--- src/rtl/vector2_magnitude_direction_unit_assert.svh ---
// Assertion macros shared by vmd_queue and vmd_back.
`ifndef VECTOR2_MAGNITUDE_DIRECTION_UNIT_ASSERT_SVH
`define VECTOR2_MAGNITUDE_DIRECTION_UNIT_ASSERT_SVH

// Same-cycle implication, checked out of reset.
`define VMD_ASSERT_NOW(label, clk, rst_n, ante, cons) \
  label: assert property (@(posedge clk) disable iff (!rst_n) (ante) |-> (cons)) \
    else $error("vmd assertion failed");

// Next-cycle implication, checked out of reset.
`define VMD_ASSERT_NEXT(label, clk, rst_n, ante, cons) \
  label: assert property (@(posedge clk) disable iff (!rst_n) (ante) |=> (cons)) \
    else $error("vmd assertion failed");

`endif

--- src/rtl/vmd_pkg.sv ---
package vmd_pkg;

  localparam int FRAC_BITS = 16;
  localparam int DIV_W     = 64;
  localparam int CNT_W     = $clog2(DIV_W);
  localparam int QDEPTH    = 4;
  localparam int QPTR_W    = $clog2(QDEPTH);
  localparam int QCNT_W    = $clog2(QDEPTH + 1) + 1;
  localparam logic [16:0] UNIT_ONE = 17'(1) << FRAC_BITS;

  // One classified vector waiting for the back end
  typedef struct packed {
    logic [63:0] sum_sq;
    logic [31:0] abs_x;
    logic [31:0] abs_y;
    logic        neg_x;
    logic        neg_y;
    logic        zero;
  } vmd_item_t;

  // Divide request and response
  typedef struct packed {
    logic             go;
    logic [DIV_W-1:0] dividend;
    logic [DIV_W-1:0] divisor;
  } vmd_div_req_t;

  typedef struct packed {
    logic             done;
    logic [DIV_W-1:0] quotient;
  } vmd_div_rsp_t;

endpackage

--- src/rtl/vmd_queue.sv ---
`include "vector2_magnitude_direction_unit_assert.svh"

module vmd_queue (
  input  logic                      clk,
  input  logic                      rst_n,
  input  logic                      push,
  input  vmd_pkg::vmd_item_t        push_item,
  input  logic                      pop,
  output logic                      empty,
  output vmd_pkg::vmd_item_t        head,
  output logic [vmd_pkg::QCNT_W-1:0] count
);
  import vmd_pkg::*;

  vmd_item_t         slot_r [QDEPTH];
  logic [QPTR_W-1:0] wr_r, rd_r;
  logic [QCNT_W-1:0] cnt_r;

  // Store requests
  always_ff @(posedge clk) begin
    if (push) begin
      slot_r[wr_r] <= push_item;
    end
  end

  // Advance pointers and count
  always_ff @(posedge clk) begin
    if (!rst_n) begin
      wr_r  <= '0;
      rd_r  <= '0;
      cnt_r <= '0;
    end else begin
      if (push) begin
        wr_r <= wr_r + QPTR_W'(1);
      end
      if (pop) begin
        rd_r <= rd_r + QPTR_W'(1);
      end
      cnt_r <= cnt_r + QCNT_W'(push) - QCNT_W'(pop);
    end
  end

  assign empty = (cnt_r == '0);
  assign head  = slot_r[rd_r];
  assign count = cnt_r;

  `VMD_ASSERT_NOW(a_no_overflow, clk, rst_n, push && !pop, cnt_r < QCNT_W'(QDEPTH))
  `VMD_ASSERT_NOW(a_no_underflow, clk, rst_n, pop, cnt_r != '0)

endmodule

--- config.mk ---
export PLATFORM = sky130hd
export DESIGN_NAME = vmd_queue
export DESIGN_NICKNAME = d
export VERILOG_FILES = /design/src/rtl/vmd_pkg.sv /design/src/rtl/vmd_queue.sv
export VERILOG_INCLUDE_DIRS = /design/src /design/src/rtl
export SDC_FILE = /design/constraint.sdc
export NUM_CORES = 1
export LEC_CHECK = 0
export ABC_AREA = 1
export BUFFER_PORTS_ARGS = -buffer_cell sky130_fd_sc_hd__buf_4
export CORE_UTILIZATION = 30
export CTS_CLUSTER_DIAMETER = 150
export DETAILED_ROUTE_END_ITERATION = 16
export GPL_TIMING_DRIVEN = 1
export PLACE_DENSITY = 0.46
export SYNTH_ARGS = -nofsm -noshare
export SYNTH_HDL_FRONTEND = slang
export SYNTH_SLANG_ARGS = --single-unit
--- constraint.sdc ---
create_clock -name clk -period 4.5 [get_ports clk]
set_input_delay 0.9 -clock clk [delete_from_list [all_inputs] [get_ports clk]]
set_output_delay 0.9 -clock clk [all_outputs]
set_load 0.01 [all_outputs]
Word level (Yosys, flattened, before mapping):

Memory sizes are Yosys's and may differ from the RTL's. A register that Yosys moved wholly into a read port is not among the register bits.
Index checks and enable logic that the tools add are counted.

* flip-flop bits (word level): 8
* logic and storage cells: 13
* output and inout port bits: 136
* memories kept: 1
* RAM bits: 524
* input port bits: 135

* multiplexer cells: 4
* reduce and logical (&&, ||, !) cells: 1
* add/sub/neg operators: 4

Memories
* slot_r: words 4, width 131, read ports 1, clocked after memory_dff 1, write ports 1, line vmd_queue.sv:15 `vmd_item_t slot_r [QDEPTH];`

Operators with widths (number)
* $add 2x1->2 const B: 2
* $add 4x1->4: 1
* $logic_not 4->1: 1
* $mux 2: 2
* $sub 4x1->4: 1
* $mux 1: 2

Longest topological paths before layout:

* depth after elaboration: 3
* depth in mapped cells: 9
* mapped depth without buffers: 9

Worst setup path after synthesis:

OpenSTA, ideal clock, no wires.

* path type: input -> register
* from: in push
* to: mem slot_r[2][0] (netlist bit) (enable)
* arrival time: 3.457 ns
* cell stages on the path: 2
* buffers on the path: 0
* slack: 0.559 ns
* cell sequence: nand2_1 > inv_1

* longest elaborated chain between the ends: 2

Ends and longest elaborated chain
* start, declared: line vmd_queue.sv:6 `input logic push,`
* $mux 1: line vmd_queue.sv:21 `if (push) begin`
* $mux 1 (not written as such): line vmd_queue.sv:22 `slot_r[wr_r] <= push_item;`
* end, declared: line vmd_queue.sv:15

Every way passes these cells.

==> impl_metrics.env <==
export IMPL_cts_sinks=534
export IMPL_start_kind="flop"
export IMPL_wirelength_um=49200
export IMPL_die_h_um=260
export IMPL_finalNonFillerCells=2507
export IMPL_cts_buffers=56
export IMPL_ir_drop_uv=303
export IMPL_via_count=11800
export IMPL_die_w_um=260
export IMPL_cts_htree_levels=2
export IMPL_drtIter0Drc=717
export IMPL_setup_viol=0
export IMPL_clk_path_buf_depth=3
export IMPL_ys_types=21
export IMPL_ios=271
export IMPL_worstPathMaxFanout=105
export IMPL_postCtsSetupRepairBufs=0
export IMPL_holdBufCountCts=0
export IMPL_finClkSkew_ps=10.1
export IMPL_core_area_um2=65700
export IMPL_worstPathRequired_ps=3600
export IMPL_fin_util_pct=37.2
export IMPL_p_leak_uw=0.00840
export IMPL_io_buffers=270
export IMPL_crit_chain="inv_8 > buf_4 > o21ai_0 > o22ai_1 > buf_4"
export IMPL_fin_crit_sh_pct=73.7
export IMPL_syn_cell_area_um2=19900
export IMPL_status="completed"
export IMPL_tightest_slew_ps=899
export IMPL_fin_tns_setup_ps=0
export IMPL_hpwl_um=27800
export IMPL_cp_arrival_ps=2420
export IMPL_seq_area_um2=15900
export IMPL_path_buf_inv=3
export IMPL_syn_nets=1479
export IMPL_die_area_um2=67500
export IMPL_hold_viol_final=0
export IMPL_grt_max_degree=135
export IMPL_cts_resized=0
export IMPL_dp_slack_ps=1770
export IMPL_antenna_found_initial=4
export IMPL_yosysWarnings=0
export IMPL_cp_slowest_stage_delay_ps=420
export IMPL_drc=0
export IMPL_ys_seq_area_share_pct=80.0
export IMPL_avgSynthCellArea_um2=14.9
export IMPL_whs_ps=452
export IMPL_cp_common_cell="buf_4"
export IMPL_grt_use_total_pct=14.2
export IMPL_rsz0062_at_grt="false"
export IMPL_wire_per_inst_um=19.6
export IMPL_max_cap_viol_count=0
export IMPL_synth_cells=1334
export IMPL_period_minus_slack_ps=3320
export IMPL_insertion_delay_ps=580
export IMPL_critPathCaptureType="primary output"
export IMPL_grt_pass1_vias=11800
export IMPL_fin_ws_ps=1180
export IMPL_maxSlewHeadroom_pct=40.1
export IMPL_place_congestion=0.737
export IMPL_ys_seq_elements=534
export IMPL_fillerInstances=6257
export IMPL_root_buffer="clkbuf_16"
export IMPL_dpl_cell_count=2409
export IMPL_row_count=94
export IMPL_fin_nets=1748
export IMPL_grt_pass1_wl_um=73200
export IMPL_powerDensity_nw_per_um2=455
export IMPL_slew_viol_final=0
export IMPL_criticalPathCategory="flop to primary output"
export IMPL_area_delta_synth_final_pct=22.8
export IMPL_timing_fmax_mhz=302
export IMPL_cp_top_family="buffers and inverters"
export IMPL_layout_drive_gt1_share_pct=22.4
export IMPL_initial_utilization_pct=30.3
export IMPL_avgViaCountPerCell=4.71
export IMPL_drtAntennaViolNets=0
export IMPL_multiInputGateArea_um2=3370
export IMPL_cts_tree="done"
export IMPL_drtPass1Iterations=5
export IMPL_hold_class="flop to flop"
export IMPL_path_clk_slew_ps=60
export IMPL_grt_overflow=0
export IMPL_crit_slowest_cell="inv_8"
-- worst register-to-register path, delay by kind of cell (launching register included) --
kind / cells / cell delay [ps]
fa+ha+maj: 1 / 150
buf+inv: 3 / 1190
flops: 1 / 320
simple gates: 1 / 100
-- power breakdown --
group / leakage [uW] / switching, uW / internal, uW
logic: 0.00272 / 736 / 486
clock network: 0.000785 / 1810 / 2340
registers: 0.00490 / 60.4 / 5700
-- cell usage in the layout (no fill, tap or decap), drive strengths merged --
| master | n |
|---|---|
| edfxtp | 524 |
| buf | 296 |
| nor2 | 269 |
| o21ai | 266 |
| o22ai | 131 |
| clkbuf | 69 |
| clkinv | 27 |
| inv | 22 |
| nand2 | 11 |
| dfxtp | 10 |
| ha | 9 |
| a21oi | 4 |
| diode | 1 |
| xor2 | 1 |
| nand3 | 1 |
| fa | 1 |
| bufinv | 1 |
-- flip-flops by register name (all words and copies together), names as in the netlist, named ones only --
name	cells
slot_r	524
count	4
wr_r	2
rd_r	2
-- cell usage after synthesis, drive strengths merged --
cell | count | area share [%]
nand2 | 11 | 0.21
buf | 52 | 2.0
xor2 | 1 | 0.044
a21oi | 4 | 0.10
o22ai | 131 | 4.1
clkbuf | 33 | 0.65
fa | 1 | 0.10
inv | 22 | 0.44
edfxtp | 524 | 79
ha | 9 | 0.57
dfxtp | 10 | 1.0
nand3 | 1 | 0.025
nor2 | 269 | 5.1
o21ai | 266 | 6.7
-- routing by layer --
metal,up-vias,share of wire (%),GRT usage (%)
li1,5570,-,-
met1,5881,44,18.6
met2,280,47,22.7
met3,66,7.2,4.47
met4,8,1.8,3.84
met5,-,0.11,0
-- cells by family after synthesis --
logic type | Yosys count | synth area share, %
simple gates | 281 | 5.30
buf+inv | 107 | 3.13
compound gates | 401 | 10.9
flops | 534 | 80.0
xor+xnor | 1 | 0.0440
fa+ha+maj | 10 | 0.666
-- path summary, 6_finish.rpt --
| check | startpoint | end | slack, ps | depth (start not counted) |
|---|---|---|---|---|
| setup / recovery | flop | head[67] | 1180 | 5 |
| hold / removal | rd_r[1]$_SDFFE_PN0P_ | flop | 450 | 1 |
| setup reg to reg | wr_r[1]$_SDFFE_PN0P_ | slot_r[1][73]$_DFFE_PP_ | 2420 | 5 |
| hold reg to reg | rd_r[1]$_SDFFE_PN0P_ | flop | 450 | 1 |
-- stage by stage --
step / instance area [um^2] / power, uW
floorplan: 19900 / 6480
global placement: 22900 / 7100
detailed placement: 22900 / 7120
CTS: 24500 / 11300
global route: 24500 / 11600
finish: 24500 / 11100
-- layout make-up --
type                    instances  area share [%]
multi-input cells             693            13.8
clock inverters                28           0.578
flip-flops and latches        534            65.2
clock buffers                  69            6.01
well taps                     864            4.42
diodes                          1          0.0102
repair buffers                296            9.59
inverters                      22           0.460
(Power assumes the default switching activity.)
