## config.mk

```make
export PLATFORM = sky130hd
export DESIGN_NAME = vmd_front
export DESIGN_NICKNAME = d
export VERILOG_FILES = /design/src/rtl/vector2_magnitude_direction_unit_assert.svh /design/src/rtl/vmd_pkg.sv /design/src/rtl/vmd_front.sv
export SDC_FILE = /design/constraint.sdc
export NUM_CORES = 2
export LEC_CHECK = 0
export BUFFER_PORTS_ARGS = -buffer_cell sky130_fd_sc_hd__buf_2
export CAP_MARGIN = 20
export CORE_AREA = 2 2 402 404
export CTS_CLUSTER_DIAMETER = 80
export DETAILED_ROUTE_END_ITERATION = 8
export DIE_AREA = 0 0 404 406
export GPL_ROUTABILITY_DRIVEN = 0
export REMOVE_ABC_BUFFERS = 1
export SKIP_CTS_REPAIR_TIMING = 1
export SYNTH_ARGS = -nofsm -noshare
export SYNTH_HDL_FRONTEND = slang
export SYNTH_SLANG_ARGS = --single-unit
```

## constraint.sdc

```tcl
create_clock -name clk -period 21.6 [get_ports clk]
set_input_delay 1.08 -clock clk [delete_from_list [all_inputs] [get_ports clk]]
set_output_delay 1.08 -clock clk [all_outputs]
set_load 0.005 [all_outputs]
```

## src/rtl/vector2_magnitude_direction_unit_assert.svh

```systemverilog
// Assertion macros shared by vmd_queue and vmd_back.
`ifndef VECTOR2_MAGNITUDE_DIRECTION_UNIT_ASSERT_SVH
`define VECTOR2_MAGNITUDE_DIRECTION_UNIT_ASSERT_SVH

// Same-cycle implication, checked out of reset.
`define VMD_ASSERT_NOW(label, clk, rst_n, ante, cons) \
  label: assert property (@(posedge clk) disable iff (!rst_n) (ante) |-> (cons)) \
    else $error("vmd assertion failed");

// Next-cycle implication, checked out of reset.
`define VMD_ASSERT_NEXT(label, clk, rst_n, ante, cons) \
  label: assert property (@(posedge clk) disable iff (!rst_n) (ante) |=> (cons)) \
    else $error("vmd assertion failed");

`endif

```

## src/rtl/vmd_pkg.sv

```systemverilog
package vmd_pkg;

  localparam int FRAC_BITS = 16;
  localparam int DIV_W     = 64;
  localparam int CNT_W     = $clog2(DIV_W);
  localparam int QDEPTH    = 4;
  localparam int QPTR_W    = $clog2(QDEPTH);
  localparam int QCNT_W    = $clog2(QDEPTH + 1) + 1;
  localparam logic [16:0] UNIT_ONE = 17'(1) << FRAC_BITS;

  // One classified vector waiting for the back end
  typedef struct packed {
    logic [63:0] sum_sq;
    logic [31:0] abs_x;
    logic [31:0] abs_y;
    logic        neg_x;
    logic        neg_y;
    logic        zero;
  } vmd_item_t;

  // Divide request and response
  typedef struct packed {
    logic             go;
    logic [DIV_W-1:0] dividend;
    logic [DIV_W-1:0] divisor;
  } vmd_div_req_t;

  typedef struct packed {
    logic             done;
    logic [DIV_W-1:0] quotient;
  } vmd_div_rsp_t;

endpackage

```

## src/rtl/vmd_front.sv

```systemverilog
module vmd_front (
  input  logic              clk,
  input  logic              rst_n,
  input  logic              accept,
  input  logic [31:0]       comp_x,
  input  logic [31:0]       comp_y,
  output logic [1:0]        in_flight,
  output logic              push,
  output vmd_pkg::vmd_item_t item
);
  import vmd_pkg::*;

  logic        v1_r, v2_r;
  logic [31:0] ax1_r, ay1_r;
  logic        nx1_r, ny1_r;
  logic [63:0] sqx2_r, sqy2_r;
  logic [31:0] ax2_r, ay2_r;
  logic        nx2_r, ny2_r;

  // Track valid stages
  always_ff @(posedge clk) begin
    if (!rst_n) begin
      v1_r <= 1'b0;
      v2_r <= 1'b0;
    end else begin
      v1_r <= accept;
      v2_r <= v1_r;
    end
  end

  // Take magnitudes and signs of the request
  always_ff @(posedge clk) begin
    nx1_r <= comp_x[31];
    ny1_r <= comp_y[31];
    ax1_r <= comp_x[31] ? (~comp_x + 32'd1) : comp_x;
    ay1_r <= comp_y[31] ? (~comp_y + 32'd1) : comp_y;
  end

  // Square each component
  always_ff @(posedge clk) begin
    sqx2_r <= 64'(ax1_r) * 64'(ax1_r);
    sqy2_r <= 64'(ay1_r) * 64'(ay1_r);
    ax2_r  <= ax1_r;
    ay2_r  <= ay1_r;
    nx2_r  <= nx1_r;
    ny2_r  <= ny1_r;
  end

  // Sum and classify
  always_comb begin
    item.sum_sq = sqx2_r + sqy2_r;
    item.abs_x  = ax2_r;
    item.abs_y  = ay2_r;
    item.neg_x  = nx2_r;
    item.neg_y  = ny2_r;
    item.zero   = (ax2_r == 32'd0) && (ay2_r == 32'd0);
  end

  assign push      = v2_r;
  assign in_flight = {1'b0, v1_r} + {1'b0, v2_r};

endmodule

```

# Yosys cells after proc, flatten, opt, wreduce, memory -nomap -nowiden
# Cells that the tools add are included.
# word_totals
register_bits,262
elab_cells,27
# classes
n_addsub,4
mul,2
muxes,2
bitwise_logic,2
n_reduce_logical,3
# ops
cell,count
multiplier 32 x 32 -> 64 bit,2
"adder 32 x 1 -> 32 bit, second input constant",2
adder 64 bit,1
logical NOT 32 bit,2
inverter 32 bit,2
two-way mux 31 bit,2
adder 1 x 1 -> 2 bit,1
logical AND 1 bit,1

# Logic depth before layout (Yosys ltp)
# logic_depth
word_depth,3
mapped_depth,32

# Worst setup path after synthesis
# Ideal clock, no wire load.
# synth_path
path_kind,register to register
startpoint,register ax1_r[5]
endpoint,register sqx2_r[58]
t_arrival_ps,7453
required_time_ps,21528
path_slack_ps,14075
path_stages_with_launch,29
n_path_buf,3
path_cell_list,dfxtp_1 clkbuf_1 clkbuf_1 nand2_1 fa_1 inv_1 fa_1 fa_1 inv_1 fa_1 inv_1 fa_1 inv_1 fa_1 inv_1 fa_1 fa_1 ha_1 clkbuf_1 and3_1 and2_1 nand2_1 o211ai_1 o31ai_1 o41a_1 a21oi_1 nand2_1 o31ai_1 xor2_1
# synth_between
elab_chain_cells,1
# synth_lines
item,line,rtl
from (decl),vmd_front.sv:14,"logic [31:0] ax1_r, ay1_r;"
from (signal assigned),vmd_front.sv:35,ax1_r <= comp_x[31] ? (~comp_x + 32'd1) : comp_x;
multiplier 32 x 32 -> 64 bit,vmd_front.sv:41,sqx2_r <= 64'(ax1_r) * 64'(ax1_r);
to (signal assigned),vmd_front.sv:41,
to (decl),vmd_front.sv:16,"logic [63:0] sqx2_r, sqy2_r;"
# No other way between the ends.
# A chain may end at the register's enable or synchronous reset.

# Final worst setup path
# layout_path
startpoint,register ay1_r[7]
endpoint,register sqy2_r[63]
# layout_between
elab_chain_cells,1
# layout_lines
item,line,rtl
from (decl),vmd_front.sv:14,
from (signal assigned),vmd_front.sv:36,ay1_r <= comp_y[31] ? (~comp_y + 32'd1) : comp_y;
multiplier 32 x 32 -> 64 bit,vmd_front.sv:42,sqy2_r <= 64'(ay1_r) * 64'(ay1_r);
to (signal assigned),vmd_front.sv:42,
to (decl),vmd_front.sv:16,
# No other way between the ends.

==> flow_metrics.tcl <==
set metrics [dict create \
    dr.pass1.iters 6 \
    slew_headroom 0.249 \
    cts_buffers 38 \
    placed_cells 9365 \
    fp.coreArea_um2 160000 \
    finalHoldViolCount 0 \
    cp-start-kind "register" \
    finalWorstSetupSlack_ps 12580 \
    portBuffers 200 \
    netlist.area_leader.share 0.463 \
    drt.antenna.violating_nets 0 \
    synth.most_common_cell "inv_1" \
    grt_usage 0.237 \
    syn2layout_area_growth_pct 6.38 \
    end_kind "register" \
    io_pins 201 \
    die_x_um 404 \
    finalSetupViolCount 0 \
    dieHeight_um 406 \
    rr_worst_depth 26 \
    synth_seq_cells 258 \
    routed_wl_um 187000 \
    ys.flop_type "dfxtp_1" \
    holdPathEnd "nx2_r" \
    synth_area_per_cell_um2 9.39 \
    drive_above_1_share 0.0535 \
    antenna_found_initial 13 \
    synth_area_leaders "fa_1 46%, ha_1 12%, inv_1 11%" \
    clk_path_buf_depth 3 \
    h-tree-depth 2 \
    grt_pass1_vias 53200 \
    grt_max_degree 41 \
    dieArea_um2 164000 \
    fin_cells 9442 \
    critical_path_class "register to register" \
    final_cell_area_um2 72800 \
    drcViolationCount 0 \
    hold_class "register to register" \
    ys_top_cells_by_count "1,935 x inv_1, 1,583 x fa_1, 653 x ha_1, 638 x nand2_1, 485 x and2_1" \
    rsz0062_at_grt "false" \
    root_buffer "clkbuf_16" \
    pre_cts_slack_ps 12780 \
    async_reset_ff_frac 0 \
    holdPathStages 0 \
    min_period_ps 9020 \
    fp-row-count 147 \
    critPathArrivalTime_ps 9570 \
    ys_types 72 \
    viasPerCell 5.16 \
    dpl-instance-area_um2 71500 \
    timing.fmax_ghz 0.111 \
    maxCapViolCount 0 \
    grt_overflow 0 \
    skew_ps 32.7 \
    fin_nets 9622 \
    grt_pass1_wl_um 299000 \
    syn_area_um2 68400 \
    fin_crit_sh 0.418 \
    num_vias 48700 \
    ff2ff_setup_slack_ps 12580 \
    synth_top_cell_by_area "fa_1" \
    netlist_instances 7286 \
    drv_slew 0 \
    worst_slew_pin_slew_ps 1120 \
    crit_fanout 26 \
    yosysWarnings 0 \
    cts_tree "built" \
    cts.reportedPaths.clkPinSlew_ps 60 \
    tns_ps 0 \
    initial_utilization 0.429 \
    hp-start "nx1_r" \
    status "finished, final reports clean" \
    synth_edf_count 0 \
    ys_seq_area_frac 0.0755 \
    detailed_place_hpwl_um 150000 \
    clkLatencyLatePin_ps 610 \
    drt_first_iter_violations 3311 \
    cts_sinks 258 \
    rr_endpoint "sqy2_r[63]" \
    worstPathRequired_ps 22150 \
    routedWlPerCell_um 19.9 \
    r2r-start "ay1_r[7]" \
]
## how the worst max path moves through the flow
stage / from / end / slack (ps) / depth (start not counted)
2_1_floorplan: ax1_r[2] / sqx2_r[58] / 14050 / 25
3_3_place_gp: ay1_r[7] / sqy2_r[63] / 12750 / 26
3_5_place_dp: ay1_r[7] / sqy2_r[63] / 12780 / 26
4_1_cts: ay1_r[7] / sqy2_r[63] / 12750 / 26
5_1_grt: ay1_r[7] / sqy2_r[57] / 12280 / 26
6_report: ay1_r[7] / sqy2_r[63] / 12580 / 26
## kinds of logic after synthesis
| group | count (synthesis) | synth area share |
|---|---|---|
| fa+ha+maj | 2236 | 0.583 |
| compound gates | 709 | 0.0669 |
| xor+xnor | 318 | 0.0407 |
| mux | 6 | 0.000914 |
| flops | 258 | 0.0755 |
| buf+inv | 2214 | 0.122 |
| simple gates | 1545 | 0.112 |
## cells in the final DEF, fill, tap and decap left out, types with 12 or more instances in the layout
cell type	synthesis	routed
a21boi_0	12	12
a211oi_1	19	19
clkbuf_16	0	39
o31ai_1	25	25
ha_1	653	653
inv_1	1935	1935
nand3_1	41	41
a21oi_1	219	219
xor2_1	131	131
nand2b_1	14	14
o21bai_1	49	49
o21a_1	16	16
nor3_1	23	23
a31o_2	28	28
buf_2	0	200
nor2_1	166	166
o21ai_0	122	122
nor2b_1	33	33
nor4_1	27	23
dfxtp_1	258	257
or2_2	12	12
and3_1	22	22
xnor2_1	187	187
a21o_1	93	93
buf_4	4	71
a31oi_1	37	37
fa_1	1583	1583
and2_1	485	485
nand2_1	638	638
nand4_1	48	48
## stage by stage
step                hold slack [ps]  utilization
finish                          315        0.456
global route                    330        0.456
CTS                             319        0.456
detailed placement              318        0.448
global placement                310        0.448
floorplan                       310            -
## worst max-delay path, stage by stage (launching register included)
cell,delay [ps]
dfxtp_1,300
buf_4,360
clkinv_1,490
nor2_1,490
fa_1,530
fa_1,530
inv_1,50
fa_1,470
fa_1,500
inv_1,50
fa_1,500
inv_1,50
fa_1,550
fa_1,430
fa_1,500
inv_1,70
ha_1,340
a21o_1,180
a21o_1,200
a221oi_1,680
o22ai_1,270
nand4_1,220
a31oi_1,120
nand2b_1,200
a311o_1,370
a221oi_1,320
xnor2_1,150
## final cells by class
cell class              instances  area, um^2
well taps                    2086        2610
multi-input cells            4814       55000
clock inverters                17         153
clock buffers                  52        1070
diodes                          8        20.0
repair buffers                271        1530
flip-flops and latches        258        5170
inverters                    1936        7270
fillers                     15300       86900
## routing by layer
metal	global-route usage	up-vias	share of wire
li1	-	21900	-
met1	0.322	25100	0.43
met2	0.396	1498	0.48
met3	0.0307	274	0.064
met4	0.0708	2	0.030
met5	0	-	0.000059
## registers in the layout, indices dropped and copies added (netlist names), 32 cells and up
| signal | count |
|---|---|
| ay2_r | 32 |
| sqx2_r | 62 |
| sqy2_r | 62 |
| ax2_r | 32 |
| ay1_r | 32 |
| ax1_r | 32 |
Power is not shown: default switching activity piles up to over one toggle a cycle in this logic, so the estimate is an artifact.
