===== src/rtl/vector2_magnitude_direction_unit_assert.svh =====
// Assertion macros shared by vmd_queue and vmd_back.
`ifndef VECTOR2_MAGNITUDE_DIRECTION_UNIT_ASSERT_SVH
`define VECTOR2_MAGNITUDE_DIRECTION_UNIT_ASSERT_SVH

// Same-cycle implication, checked out of reset.
`define VMD_ASSERT_NOW(label, clk, rst_n, ante, cons) \
  label: assert property (@(posedge clk) disable iff (!rst_n) (ante) |-> (cons)) \
    else $error("vmd assertion failed");

// Next-cycle implication, checked out of reset.
`define VMD_ASSERT_NEXT(label, clk, rst_n, ante, cons) \
  label: assert property (@(posedge clk) disable iff (!rst_n) (ante) |=> (cons)) \
    else $error("vmd assertion failed");

`endif


===== src/rtl/vmd_pkg.sv =====
package vmd_pkg;

  localparam int FRAC_BITS = 16;
  localparam int DIV_W     = 64;
  localparam int CNT_W     = $clog2(DIV_W);
  localparam int QDEPTH    = 4;
  localparam int QPTR_W    = $clog2(QDEPTH);
  localparam int QCNT_W    = $clog2(QDEPTH + 1) + 1;
  localparam logic [16:0] UNIT_ONE = 17'(1) << FRAC_BITS;

  // One classified vector waiting for the back end
  typedef struct packed {
    logic [63:0] sum_sq;
    logic [31:0] abs_x;
    logic [31:0] abs_y;
    logic        neg_x;
    logic        neg_y;
    logic        zero;
  } vmd_item_t;

  // Divide request and response
  typedef struct packed {
    logic             go;
    logic [DIV_W-1:0] dividend;
    logic [DIV_W-1:0] divisor;
  } vmd_div_req_t;

  typedef struct packed {
    logic             done;
    logic [DIV_W-1:0] quotient;
  } vmd_div_rsp_t;

endpackage


===== src/rtl/vmd_div.sv =====
module vmd_div (
  input  logic                  clk,
  input  logic                  rst_n,
  input  vmd_pkg::vmd_div_req_t req,
  output vmd_pkg::vmd_div_rsp_t rsp
);
  import vmd_pkg::*;

  logic             run_r;
  logic [CNT_W-1:0] cnt_r;
  logic [DIV_W-1:0] rem_r, quo_r, dsr_r;
  logic             done_r;
  logic [DIV_W-1:0] res_r;
  logic [DIV_W:0]   rem_sh;
  logic [DIV_W:0]   diff;
  logic             ge;

  // One quotient bit per cycle
  always_comb begin
    rem_sh = {rem_r, quo_r[DIV_W-1]};
    diff   = rem_sh - {1'b0, dsr_r};
    ge     = (rem_sh >= {1'b0, dsr_r});
  end

  // Sequence control
  always_ff @(posedge clk) begin
    if (!rst_n) begin
      run_r  <= 1'b0;
      done_r <= 1'b0;
      cnt_r  <= '0;
    end else begin
      done_r <= 1'b0;
      if (req.go) begin
        run_r <= 1'b1;
        cnt_r <= '0;
      end else if (run_r) begin
        cnt_r <= cnt_r + CNT_W'(1);
        if (cnt_r == CNT_W'(DIV_W - 1)) begin
          run_r  <= 1'b0;
          done_r <= 1'b1;
        end
      end
    end
  end

  // Datapath
  always_ff @(posedge clk) begin
    if (req.go) begin
      rem_r <= '0;
      quo_r <= req.dividend;
      dsr_r <= req.divisor;
    end else if (run_r) begin
      rem_r <= ge ? diff[DIV_W-1:0] : rem_sh[DIV_W-1:0];
      quo_r <= {quo_r[DIV_W-2:0], ge};
      if (cnt_r == CNT_W'(DIV_W - 1)) begin
        res_r <= {quo_r[DIV_W-2:0], ge};
      end
    end
  end

  assign rsp.done     = done_r;
  assign rsp.quotient = res_r;

endmodule


===== src/rtl/vmd_back.sv =====
`include "vector2_magnitude_direction_unit_assert.svh"

module vmd_back #(
  parameter int HERON_STEPS = 20
) (
  input  logic                clk,
  input  logic                rst_n,
  input  logic                q_empty,
  input  vmd_pkg::vmd_item_t  q_head,
  output logic                q_pop,
  output logic                out_valid,
  output logic [31:0]         out_magnitude,
  output logic signed [17:0]  out_unit_x,
  output logic signed [17:0]  out_unit_y,
  output logic                out_zero_vector
);
  import vmd_pkg::*;

  localparam int STEP_W = $clog2(HERON_STEPS + 1);

  localparam logic [1:0] ST_IDLE = 2'd0;
  localparam logic [1:0] ST_ROOT = 2'd1;
  localparam logic [1:0] ST_UX   = 2'd2;
  localparam logic [1:0] ST_UY   = 2'd3;

  logic [1:0]        st_r, st_nxt;
  logic [STEP_W-1:0] step_r, step_nxt;
  vmd_item_t         it_r;
  logic [63:0]       root_r, root_nxt;
  logic signed [17:0] ux_r, ux_nxt;
  vmd_div_req_t      req_r, req_nxt;
  vmd_div_rsp_t      rsp;
  logic              ov_r, ov_nxt;
  logic [31:0]       om_r, om_nxt;
  logic signed [17:0] oux_r, oux_nxt, ouy_r, ouy_nxt;
  logic              oz_r, oz_nxt;
  logic [64:0]       root_sum;
  logic [63:0]       root_new;
  logic [16:0]       q_sat;
  logic signed [17:0] u_pos, u_val;
  logic              cur_neg;

  vmd_div u_div (
    .clk  (clk),
    .rst_n(rst_n),
    .req  (req_r),
    .rsp  (rsp)
  );

  // Heron update and unit saturation
  always_comb begin
    root_sum = {1'b0, root_r} + {1'b0, rsp.quotient};
    root_new = root_sum[64:1];
    q_sat    = (rsp.quotient > 64'(UNIT_ONE)) ? UNIT_ONE : rsp.quotient[16:0];
    u_pos    = $signed({1'b0, q_sat});
    cur_neg  = (st_r == ST_UX) ? it_r.neg_x : it_r.neg_y;
    u_val    = cur_neg ? -u_pos : u_pos;
  end

  // Sequencer
  always_comb begin
    st_nxt   = st_r;
    step_nxt = step_r;
    root_nxt = root_r;
    ux_nxt   = ux_r;
    req_nxt  = '0;
    ov_nxt   = 1'b0;
    om_nxt   = om_r;
    oux_nxt  = oux_r;
    ouy_nxt  = ouy_r;
    oz_nxt   = oz_r;
    q_pop    = 1'b0;
    unique case (st_r)
      ST_IDLE: begin
        if (!q_empty) begin
          q_pop = 1'b1;
          if (q_head.zero) begin
            ov_nxt  = 1'b1;
            om_nxt  = '0;
            oux_nxt = '0;
            ouy_nxt = '0;
            oz_nxt  = 1'b1;
          end else begin
            req_nxt.go       = 1'b1;
            req_nxt.dividend = q_head.sum_sq;
            req_nxt.divisor  = 64'(1) << FRAC_BITS;
            root_nxt         = 64'(1) << FRAC_BITS;
            step_nxt         = '0;
            st_nxt           = ST_ROOT;
          end
        end
      end
      ST_ROOT: begin
        if (rsp.done) begin
          root_nxt       = root_new;
          req_nxt.go     = 1'b1;
          req_nxt.divisor = root_new;
          if (step_r == STEP_W'(HERON_STEPS - 1)) begin
            req_nxt.dividend = 64'(it_r.abs_x) << FRAC_BITS;
            st_nxt           = ST_UX;
          end else begin
            req_nxt.dividend = it_r.sum_sq;
            step_nxt         = step_r + STEP_W'(1);
          end
        end
      end
      ST_UX: begin
        if (rsp.done) begin
          ux_nxt           = u_val;
          req_nxt.go       = 1'b1;
          req_nxt.dividend = 64'(it_r.abs_y) << FRAC_BITS;
          req_nxt.divisor  = root_r;
          st_nxt           = ST_UY;
        end
      end
      ST_UY: begin
        if (rsp.done) begin
          ov_nxt  = 1'b1;
          om_nxt  = (root_r[63:32] != '0) ? 32'hFFFF_FFFF : root_r[31:0];
          oux_nxt = ux_r;
          ouy_nxt = u_val;
          oz_nxt  = 1'b0;
          st_nxt  = ST_IDLE;
        end
      end
      default: st_nxt = ST_IDLE;
    endcase
  end

  // Control registers and divide request
  always_ff @(posedge clk) begin
    if (!rst_n) begin
      st_r      <= ST_IDLE;
      ov_r      <= 1'b0;
      req_r.go  <= 1'b0;
    end else begin
      st_r      <= st_nxt;
      ov_r      <= ov_nxt;
      req_r.go  <= req_nxt.go;
    end
    req_r.dividend <= req_nxt.dividend;
    req_r.divisor  <= req_nxt.divisor;
  end

  // Payload registers
  always_ff @(posedge clk) begin
    if (q_pop) begin
      it_r <= q_head;
    end
    step_r         <= step_nxt;
    root_r         <= root_nxt;
    ux_r           <= ux_nxt;
    om_r           <= om_nxt;
    oux_r          <= oux_nxt;
    ouy_r          <= ouy_nxt;
    oz_r           <= oz_nxt;
  end

  assign out_valid       = ov_r;
  assign out_magnitude   = om_r;
  assign out_unit_x      = oux_r;
  assign out_unit_y      = ouy_r;
  assign out_zero_vector = oz_r;

  `VMD_ASSERT_NOW(a_done_when_busy, clk, rst_n, rsp.done, st_r != ST_IDLE)
  `VMD_ASSERT_NOW(a_zero_outputs, clk, rst_n, ov_r && oz_r, om_r == '0 && oux_r == '0 && ouy_r == '0)
  `VMD_ASSERT_NEXT(a_pop_nonzero_starts, clk, rst_n, q_pop && !q_head.zero, st_r == ST_ROOT && req_r.go)

endmodule


===== config.mk =====
export PLATFORM = sky130hd
export DESIGN_NAME = vmd_back
export DESIGN_NICKNAME = d
export VERILOG_FILES = /design/src/rtl/vmd_pkg.sv /design/src/rtl/vmd_div.sv /design/src/rtl/vmd_back.sv
export VERILOG_INCLUDE_DIRS = /design/src /design/src/rtl
export SDC_FILE = /design/constraint.sdc
export NUM_CORES = 1
export LEC_CHECK = 0
export BUFFER_PORTS_ARGS = -buffer_cell sky130_fd_sc_hd__buf_4
export CORE_AREA = 5 5 337 339
export CTS_CLUSTER_DIAMETER = 120
export DETAILED_ROUTE_END_ITERATION = 16
export DIE_AREA = 0 0 342 344
export SKIP_LAST_GASP = 1
export SYNTH_ARGS = -nofsm -noshare
export SYNTH_HDL_FRONTEND = slang
export SYNTH_SLANG_ARGS = --single-unit

===== constraint.sdc =====
create_clock -name clk -period 12 [get_ports clk]
set_clock_uncertainty 0.1 [all_clocks]
set_input_delay 0.6 -clock clk [delete_from_list [all_inputs] [get_ports clk]]
set_output_delay 0.6 -clock clk [all_outputs]
set_load 0.05 [all_outputs]

; Word level (Yosys, flattened, before mapping)
; Cells that the tools add are included.
[op_classes]
div_mod_pow = 0
n_bitwise = 3
magnitude_cmp = 2
mux = 53
add_sub_neg = 5
shift = 0
n_reduce_logical = 13
multipliers = 0
eq_ne = 13
[ops]
columns = operator, count
row1 = two-way mux 129 bit, 4
row2 = two-way mux 64 bit, 7
row3 = one-hot mux 129 bit (3 select lines), 1
row4 = two-way mux 32 bit, 4
row5 = one-hot mux 64 bit (2 select lines), 1
row6 = two-way mux 18 bit, 5
row7 = one-hot mux 18 bit (2 select lines), 2
row8 = adder 64 x 64 -> 65 bit, 1
row9 = >= comparator 65 x 64 -> 1 bit, 1
row10 = "greater-than comparator 64 x 17 -> 1 bit, second input constant", 1
row11 = one-hot mux 32 bit (2 select lines), 1
row12 = subtractor 64 bit, 1
row13 = nonzero test 32 bit, 1
row14 = two-way mux 5 bit, 4
row15 = negator 17 -> 18 bit, 1
row16 = two-way mux 17 bit, 1
row17 = two-way mux 1 bit, 13
row18 = two-way mux 2 bit, 6
row19 = "!= test 2 bit, second input constant", 5
row20 = one-hot mux 5 bit (2 select lines), 1
row21 = one-hot mux 2 bit (4 select lines), 1
row22 = AND reduction 4 bit, 2
row23 = "adder 6 x 1 -> 6 bit, second input constant", 1
row24 = "equality test 6 bit, second input constant", 1
row25 = other kinds (15), 23
[word_totals]
mem_bits_ro = 0
elab_cells = 113
ramBits = 0
latch_bits = 0
output_inout_bits = 71
in_bits = 134
mem_count = 0
register_bits = 682

; Longest topological paths before layout
[logic_depth]
word_depth = 6
ltp_mapped = 16
mapped_depth_nobuf = 13

; Cells and area by module
; Synthesis repeated with hierarchy kept, for this count alone.
[hier_totals]
cells_unflattened = 2917
hier_area_um2 = 32745.2
[modules_own_cells]
columns = mod, cells_per_inst, area_each_um2, seq_area_each_um2, instances
row1 = vmd_back, 1636, 19013.2, 11230.8, 1
row2 = vmd_div, 1281, 13731.9, 7206.9, 1

; Worst setup path before layout
; OpenSTA, ideal clock, no wires.
[synth_timing]
kind = input to register
start = input q_empty
end = register req_r[100] (netlist name)
setup_slack_ns = 3.459
setup_ns = 0.065
stages = 6
t_required_ns = 11.835
n_path_buf = 2
arrival_time_ns = 8.375
cell_sequence = nor2b_1 -> nor2b_1 -> clkbuf_1 -> clkbuf_1 -> a222oi_1 -> nor2_1
[synth_rtl]
columns = element, line_no
row1 = "start, declared", vmd_back.sv:8  ; input logic q_empty,
row2 = "end, declared", vmd_back.sv:31  ; vmd_div_req_t req_r, req_nxt;

; Final worst setup path
[layout_timing]
start = register u_div.dsr_r[3]
end = register u_div.rem_r[10]
[layout_between]
elab_chain_len = 2
elab_cells_between_ends = 3
cone_classes = add/sub (1) / order compare (1) / mux (1)
[layout_rtl]
columns = element, line_no
row1 = "start, declared", vmd_div.sv:11  ; logic [DIV_W-1:0] rem_r, quo_r, dsr_r;
row2 = "start signal, assigned", vmd_div.sv:51  ; dsr_r <= req.divisor;
row3 = subtractor 64 bit / >= comparator 65 x 64 -> 1 bit (equally long branches), "vmd_div.sv:21, vmd_div.sv:22"
row4 = two-way mux 64 bit *, vmd_div.sv:53  ; rem_r <= ge ? diff[DIV_W-1:0] : rem_sh[DIV_W-1:0];
row5 = "end signal, assigned", vmd_div.sv:53
row6 = "end, declared", vmd_div.sv:11
; Mark *: on every way between the ends. The rest lies on a longest branch, timed or not.
; A chain may end at the register's enable or synchronous reset.

==> flow_metrics.env <==
export IMPL_maxCapViolCount=0
export IMPL_cts_resized=0
export IMPL_drtPass1Iterations=6
export IMPL_yosys_area_top_type="edfxtp_1"
export IMPL_post_cts_setup_buffers=0
export IMPL_port_buffers=204
export IMPL_die_h_um=344
export IMPL_antennaDiodeCount=0
export IMPL_power_density_nw_per_um2=257.1
export IMPL_grtUsageTotal_pct=14.13
export IMPL_antenna_found_initial=3
export IMPL_ys_seq_area_share_pct=56.12
export IMPL_clk_pin_slew_worst_paths_ns=0.06
export IMPL_ant_nets=0
export IMPL_min_period_over_period_pct=42.46
export IMPL_vdd_drop_max_mv=0.1911
export IMPL_post_synth_top_count_cell="edfxtp_1"
export IMPL_synth_edf_count=478
export IMPL_clk_path_buf_depth=3
export IMPL_nets=3350
export IMPL_hold_class="in2reg"
export IMPL_ys_ff_latch=682
export IMPL_synth_common_cells="478 x edfxtp_1, 334 x nor2_1, 212 x nand2_1, 204 x dfxtp_1, 165 x a21oi_1"
export IMPL_core_area_um2=110100
export IMPL_worstPathMaxFanout=63
export IMPL_synth_area_leaders="edfxtp_1 44%, dfxtp_1 12%, ha_1 5.1%, nor2_1 3.8%, mux2_2 3.6%"
export IMPL_fmax_mhz=196.3
export IMPL_post_drt_wl_per_cell_um=18.50
export IMPL_dp_cells=4494
export IMPL_rsz0062_at_grt="no"
export IMPL_io_pins=205
export IMPL_relSlewSlack_pct=11.35
export IMPL_grt_pass1_vias=22872
export IMPL_fin_setup_tns_ns=0
export IMPL_initial_core_util_pct=29.85
export IMPL_cts_tree="done"
export IMPL_grt_max_degree=75
export IMPL_dieArea_um2=117600
export IMPL_async_flop_share_pct=0
export IMPL_yosys_cell_types_count=85
export IMPL_leakage_nw=14.68
export IMPL_drive_gt1_share_pct=15.17
export IMPL_place_congestion=0.9113
export IMPL_syn_nets=3216
export IMPL_crit_required_ns=12.36
export IMPL_outcome="completed"
export IMPL_drcViolationCount=0
export IMPL_yosysWarnings=0
export IMPL_min_period_ns=5.095
export IMPL_synth_cells=2945
export IMPL_hold_buffers=0
export IMPL_synth_top_cell_area_share_pct=43.69
export IMPL_via_per_inst=4.988
export IMPL_slew_viol_final=0
export IMPL_worstPathArrival_ns=5.45
export IMPL_critPathKind="reg2reg"
export IMPL_grt_ovfl_total=0
export IMPL_die_x_um=342
export IMPL_dpl_cell_area_um2=35870
export IMPL_clock_latency_ns=0.62
export IMPL_cts_made_buffers=71
export IMPL_drt_iter0_markers=1825
export IMPL_hold_viol_final=0
export IMPL_grt_first_pass_wirelength_um=132600
export IMPL_root_buffer="clkbuf_16"
export IMPL_syn_area_per_cell_um2=11.16
export IMPL_synth_area_um2=32860
export IMPL_cts_sink_count=682
export IMPL_stdcell_area_um2=38290
export IMPL_dp_hpwl_um=62230
export IMPL_synth_flop_cell="edfxtp_1"
export IMPL_setup_viol_count_final=0
export IMPL_tightest_slew_ns=1.296
export IMPL_syn2layout_area_growth_pct=16.55
export IMPL_cts_htree_levels=3
export IMPL_final_cells=4626
export IMPL_crit_path_start_kind="flop"
export IMPL_drt_total_wl_um=85590
export IMPL_end_kind="flop"
export IMPL_rows=122
export IMPL_vias=23075
[metrics by stage]
stage / util, % / power, W / setup slack, ns / hold slack [ns]
6_report: 34.79 / 0.009845 / 6.905 / 0.05375
5_1_grt: 34.79 / 0.01044 / 6.689 / 0.02309
4_1_cts: 34.79 / 0.009914 / 6.927 / 0.007775
3_5_place_dp: 32.59 / 0.007612 / 6.941 / 0.2887
3_3_place_gp: 32.59 / 0.007597 / 7.012 / 0.2857
2_1_floorplan: - / 0.006503 / 3.459 / 0.2855
[worst max-delay path, cell delays in order (launching register included)]
cell and delay (ns):
edfxtp_1 0.32, inv_1 0.04, ha_1 0.37, nand3_1 0.24
o21bai_1 0.25, a211o_1 0.33, a21oi_1 0.26, o2111ai_1 0.30
a2111oi_4 0.58, o21ai_4 0.09, buf_4 0.35, inv_2 0.39
buf_4 0.55, mux2_2 0.41, mux2i_1 0.15, nor2_1 0.06
[final timing paths]
check | startpoint | end | slack [ns] | depth (start not counted)
worst max-delay path | u_div.dsr_r[3]$_DFFE_PP_ | u_div.rem_r[10]$_SDFFE_PP0P_ | 6.90 | 15
worst min-delay path | q_head[65] | it_r[65]$_DFFE_PP_ | 0.05 | 1
worst max register to register | u_div.dsr_r[3]$_DFFE_PP_ | u_div.rem_r[10]$_SDFFE_PP0P_ | 6.90 | 15
worst min register to register | req_r[31]$_DFF_P_ | u_div.dsr_r[31]$_DFFE_PP_ | 0.29 | 0
[layout make-up]
cell class / instances / area, um^2
Clock buffer: 106 / 2081
Clock inverter: 26 / 342.8
Fill cell: 10979 / 71770
Inverter: 105 / 394.1
Multi-Input combinational cell: 1991 / 13460
Sequential cell: 682 / 18450
Tap cell: 1488 / 1862
Timing Repair Buffer: 228 / 1712
[cell families (layout without fill, tap and decap cells)]
| family | after synthesis | after routing | synth area share (%) |
|---|---|---|---|
| adders and majority gates | 137 | 137 | 5.263 |
| xor gates and xnor gates | 125 | 125 | 3.332 |
| AOI/OAI and AO/OA | 710 | 710 | 15.14 |
| buffers and inverters | 272 | 465 | 3.203 |
| DFF | 682 | 682 | 56.12 |
| and+or+nand+nor | 900 | 900 | 12.92 |
| muxes | 119 | 119 | 4.025 |
[layout by cell type (no fill, tap or decap), types with 56 or more instances in the layout]
master / synthesis / final
edfxtp_1: 478 / 478
nor2_1: 334 / 332
buf_4: 1 / 228
nand2_1: 212 / 212
dfxtp_1: 204 / 202
a21oi_1: 165 / 164
ha_1: 135 / 134
mux2_2: 105 / 105
inv_1: 104 / 104
and2_1: 98 / 96
a21o_1: 89 / 89
o21ai_0: 87 / 87
xnor2_1: 75 / 75
clkbuf_16: 0 / 73
a22oi_1: 56 / 56
[power breakdown]
part           internal (W)  switching (W)
Sequential          0.00324       0.000371
Combinational       0.00141        0.00256
Clock               0.00134       0.000920
[flip-flops by register name (all words and copies together) (netlist names)]
signal and cells:
root_r 64, u_div.done_r 1, out_magnitude 32, ux_r 18, out_valid 1, out_zero_vector 1, out_unit_y 18, u_div.res_r 64
st_r 2, u_div.quo_r 64, out_unit_x 18, u_div.run_r 1, u_div.cnt_r 6, u_div.dsr_r 64, it_r 130, u_div.rem_r 64
req_r 129, step_r 5
[routing by layer]
metal / track usage (%) / part of all wire (%) / vias to the layer above
li1: - / - / 11211
met2: 23.06 / 47 / 613
met4: 4.014 / 2.2 / 2
met3: 2.275 / 5.4 / 106
met1: 19.54 / 46 / 11143
met5: 0 / 0.023 / -
Note: power is estimated with default switching activity, not from simulation.
